<file path="src/rtl/itda_pkg.sv">
package itda_pkg;

  localparam int unsigned MaxDigits = 10;
  localparam int unsigned ValueW    = 32;
  localparam int unsigned CharW     = 8;

  localparam logic [CharW-1:0] AsciiZero  = 8'd48;
  localparam logic [CharW-1:0] AsciiMinus = 8'd45;

  // floor(x / 10) == (x * RecipTen) >> RecipShift for every 32-bit x
  localparam logic [ValueW-1:0] RecipTen   = 32'hCCCC_CCCD;
  localparam int unsigned       RecipShift = 35;

  typedef struct packed {
    logic              neg;
    logic [ValueW-1:0] mag;
  } item_t;

endpackage

</file>
<file path="src/rtl/itda_front.sv">
module itda_front (
  input  logic                                clk_i,
  input  logic                                rst_ni,
  input  logic                                valid_i,
  output logic                                stall_o,
  input  logic signed [itda_pkg::ValueW-1:0]  value_i,
  output logic                                q_valid_o,
  input  logic                                q_pop_i,
  output itda_pkg::item_t                     q_item_o
);

  localparam int unsigned Depth = 2;
  localparam int unsigned PtrW  = $clog2(Depth);
  localparam int unsigned CntW  = $clog2(Depth + 1);

  itda_pkg::item_t                mem_q [Depth];
  logic [PtrW-1:0]                wr_ptr_q, rd_ptr_q;
  logic [CntW-1:0]                cnt_q;
  logic [itda_pkg::ValueW-1:0]    raw;
  itda_pkg::item_t                item_in;
  logic                           push, pop;

  assign raw           = value_i;
  assign item_in.neg   = raw[itda_pkg::ValueW-1];
  assign item_in.mag   = raw[itda_pkg::ValueW-1] ? (~raw + itda_pkg::ValueW'(1)) : raw;

  assign stall_o   = (cnt_q == CntW'(Depth));
  assign q_valid_o = (cnt_q != '0);
  assign q_item_o  = mem_q[rd_ptr_q];
  assign push      = valid_i && !stall_o;
  assign pop       = q_pop_i && q_valid_o;

  always_ff @(posedge clk_i) begin
    if (push) begin
      mem_q[wr_ptr_q] <= item_in;
    end
  end

  always_ff @(posedge clk_i or negedge rst_ni) begin
    if (!rst_ni) begin
      wr_ptr_q <= '0;
      rd_ptr_q <= '0;
      cnt_q    <= '0;
    end else begin
      if (push) wr_ptr_q <= wr_ptr_q + PtrW'(1);
      if (pop)  rd_ptr_q <= rd_ptr_q + PtrW'(1);
      if (push && !pop) begin
        cnt_q <= cnt_q + CntW'(1);
      end else if (pop && !push) begin
        cnt_q <= cnt_q - CntW'(1);
      end
    end
  end

endmodule

</file>
<file path="config.mk">
export PLATFORM = sky130hd
export DESIGN_NAME = itda_front
export DESIGN_NICKNAME = d
export VERILOG_FILES = /design/src/rtl/itda_pkg.sv /design/src/rtl/itda_front.sv
export SDC_FILE = /design/constraint.sdc
export NUM_CORES = 1
export LEC_CHECK = 0
export BUFFER_PORTS_ARGS = -buffer_cell sky130_fd_sc_hd__buf_2
export CAP_MARGIN = 10
export CORE_MARGIN = 3
export CORE_UTILIZATION = 45
export DETAILED_ROUTE_END_ITERATION = 6
export GPL_TIMING_DRIVEN = 0
export MAX_ROUTING_LAYER = met4
export PLACE_DENSITY = 0.8
export SYNTH_ARGS = -nofsm -noshare
export SYNTH_HDL_FRONTEND = slang
export SYNTH_SLANG_ARGS = --single-unit
</file>
<file path="constraint.sdc">
create_clock -name clk_i -period 2.4 [get_ports clk_i]
set_clock_uncertainty 0.05 [all_clocks]
set_input_delay 0.24 -clock clk_i [delete_from_list [all_inputs] [get_ports clk_i]]
set_output_delay 0.24 -clock clk_i [all_outputs]
set_load 0.02 [all_outputs]
</file>
==> impl_metrics.json <==
{
  "syn_area_per_cell_um2": 14.97,
  "drtIter0Drc": 101,
  "pre_cts_slack_ns": -0.05989,
  "fin_util_pct": 56.89,
  "fin_nets": 337,
  "rsz_0062_raised_after_global_routing": "false",
  "synth.yosys.seq_area_share_pct": 64.40,
  "detailedRoute.firstPassIterationCount": 4,
  "area_growth_pct": 20.86,
  "wl_met2_mm": 3.293,
  "synthDistinctLibCells": 29,
  "n_fill_cell": 606,
  "synth_async_sr_flop_share_pct": 5.714,
  "clk_latency_ns": 0.33,
  "leakagePower_nw": 1.398,
  "period_share_pct": 89.45,
  "wirelength_routed_mm": 6.527,
  "postSynthNetCount": 254,
  "power_density_mw_per_mm2": 1055,
  "fin_ws_ns": 0.2532,
  "synth_enable_flop_cells": 66,
  "hold_violations": 0,
  "report.final.slew_viol_count": 0,
  "diodes": 0,
  "mostFrequentLayoutCells": "70 x sky130_fd_sc_hd__buf_2, 66 x sky130_fd_sc_hd__edfxtp_1, 33 x sky130_fd_sc_hd__mux2_2",
  "drt_drc_violations_left": 0,
  "numPortBuffers": 70,
  "core_region_area_mm2": 0.006869,
  "clock_net_sink_count": 70,
  "gp_congestion": 0.7878,
  "placed_area_mm2": 0.003740,
  "initial_utilization_pct": 47.07,
  "required_ns": 2.11,
  "drtAntennaViolNets": 0,
  "cts_max_level": 3,
  "detail_route.wirelength.met1_mm": 2.830,
  "totalPowerFinal_mw": 4.124,
  "finalSetupViolCount": 0,
  "max_stage_delay_ns": 0.39,
  "route.met3.wl_um": 284,
  "antenna_found_initial": 0,
  "yosys_warnings": 0,
  "finalWorstPathRequiredPeriod_ns": 2.147,
  "worst_hold_path_type": "in -> reg",
  "cts_tree": "done",
  "count_of_mapped_cells_out_of_synthesis": 216,
  "routed_wire_length_per_instance_um": 16.36,
  "worstPathArrival_ns": 1.86,
  "critPathMaxFanout": 10,
  "first_pass_grt_wire_length_mm": 10.66,
  "slowest_stage": "sky130_fd_sc_hd__mux2_2",
  "final_cell_area_mm2": 0.003908,
  "finalHoldWorstSlack_ns": 0.09450,
  "clk_pin_slew_ns": 0.07,
  "grt-ovfl-total": 0,
  "clk_path_buf_depth": 2,
  "die_footprint_mm2": 0.008237,
  "tightestPinTransition_ns": 0.8136,
  "ys_seq_elements": 70,
  "maximum_number_of_pins_on_one_net_before_global_route_repair": 34,
  "die_width_um": 90.76,
  "critical_setup_path_class": "reg -> out",
  "die_height_um": 90.76,
  "route.vias.total": 2121,
  "power.ir.vdd_worst_uv": 476.7,
  "cts_bufs_inserted": 9,
  "achievable-frequency_mhz": 465.8,
  "worst-path-buf-inv": 3,
  "final_common_cell": "sky130_fd_sc_hd__buf_2",
  "worstSetupEndpointType": "primary output",
  "worstSetupStartpointType": "flop",
  "max_slew_margin_pct": 45.76,
  "clockRootBuffer": "sky130_fd_sc_hd__clkbuf_8",
  "first_global_vias": 2217,
  "run_status": "completed",
  "post_drt_via_cell_ratio": 5.316,
  "grt.total_usage_pct": 17.13,
  "topRoutingLayerUsed": "met4",
  "critical-path-top-delay-family": "buffers and inverters",
  "syn_area_mm2": 0.003233,
  "postCtsSetupRepairBufs": 0,
  "io-pin-count": 71,
  "fp-row-count": 30,
  "worstPathCellList": "clkbuf_1 -> clkbuf_2 -> mux2_2 -> buf_2",
  "post_route_cells_drive_above_1_share_pct": 41.91,
  "hpwlAfterDp_mm": 4.640,
  "drv_cap": 0,
  "main_flop_type_after_synthesis": "sky130_fd_sc_hd__edfxtp_1"
}
## cells in the mapped netlist (3+ instances only)
master / count / area (µm²)
sky130_fd_sc_hd__buf_1: 4 / 15.01
sky130_fd_sc_hd__clkbuf_1: 3 / 11.26
sky130_fd_sc_hd__dfrtp_1: 4 / 100.1
sky130_fd_sc_hd__edfxtp_1: 66 / 1982
sky130_fd_sc_hd__inv_1: 4 / 15.01
sky130_fd_sc_hd__mux2_2: 33 / 371.6
sky130_fd_sc_hd__nand2_1: 12 / 45.04
sky130_fd_sc_hd__nand3_1: 4 / 20.02
sky130_fd_sc_hd__nor2_1: 5 / 18.77
sky130_fd_sc_hd__nor4_1: 3 / 18.77
sky130_fd_sc_hd__o21ai_0: 7 / 35.03
sky130_fd_sc_hd__o31ai_1: 9 / 67.56
sky130_fd_sc_hd__o41ai_1: 7 / 61.31
sky130_fd_sc_hd__or4_1: 3 / 22.52
sky130_fd_sc_hd__xnor2_1: 32 / 280.3
## area by class of cell
class / instances / area (µm²) / area share [%]
multi-input combinational: 135 / 1119 / 28.63
clock inverter: 6 / 30.03 / 0.7685
inverter: 4 / 15.01 / 0.3842
clock buffer: 9 / 123.9 / 3.170
timing repair buffer: 72 / 387.9 / 9.926
sequential: 70 / 2082 / 53.28
buffer: 7 / 30.03 / 0.7685
tap: 96 / 120.1 / 3.074
## worst paths after layout
kind / startpoint / endpoint / slack, ns / cells after the start
max: rd_ptr_q$_DFFE_PN0P_ / q_item_o[14] / 0.25 / 4
min: value_i[0] / mem_q[1][0]$_DFFE_PP_ / 0.09 / 1
max reg2reg: cnt_q[0]$_DFFE_PN0P_ / mem_q[0][16]$_DFFE_PP_ / 0.62 / 4
min reg2reg: cnt_q[1]$_DFFE_PN0P_ / cnt_q[1]$_DFFE_PN0P_ / 0.46 / 1
max in group asynchronous: rst_ni / rd_ptr_q$_DFFE_PN0P_ / 1.99 / 2
min in group asynchronous: rst_ni / cnt_q[0]$_DFFE_PN0P_ / 0.19 / 2
## power breakdown
| part | leakage (nW) | total, mW | switching [mW] | internal [mW] |
|---|---|---|---|---|
| Clock | 0.0797 | 0.771 | 0.415 | 0.356 |
| Combinational | 0.657 | 1.57 | 0.937 | 0.630 |
| Sequential | 0.661 | 1.79 | 0.0816 | 1.70 |
| Total | 1.40 | 4.12 | 1.43 | 2.69 |
## stage by stage
step,TNS [ns],cells
3_5_place_dp,-0.1198,383
2_1_floorplan,0,216
5_1_grt,0,399
3_3_place_gp,-1.157,382
6_report,0,399
4_1_cts,0,399
## timing repair
action / 4_1_cts / 5_1_grt
setup endpoints to repair: 0 / 29
hold buffers: 1 / 0
endpoints found under the hold margin: 4 / 0
resized for setup: 0 / 3
## sequential cells by signal (all words and copies together), names as in the netlist
signal and count:
cnt_q 2, wr_ptr_q 1, rd_ptr_q 1, mem_q 66
## kinds of logic (layout without fill, tap and decap cells)
family | count (synthesis) | after routing | share of synthesized area, %
buf+inv | 11 | 98 | 1.277
flops | 70 | 70 | 64.40
simple gates | 42 | 42 | 7.276
compound gates | 24 | 24 | 5.573
mux | 33 | 33 | 11.49
fa+ha+maj | 2 | 2 | 0.7739
xor+xnor | 34 | 34 | 9.211
## routing by layer
layer | track usage (%) | vias up
met1 | 20.14 | 1049
li1 | - | 999
met5 | - | -
met4 | 7.270 | 0
met3 | 2.583 | 10
met2 | 29.28 | 63
No activity file was read; power rests on OpenSTA's default activity.
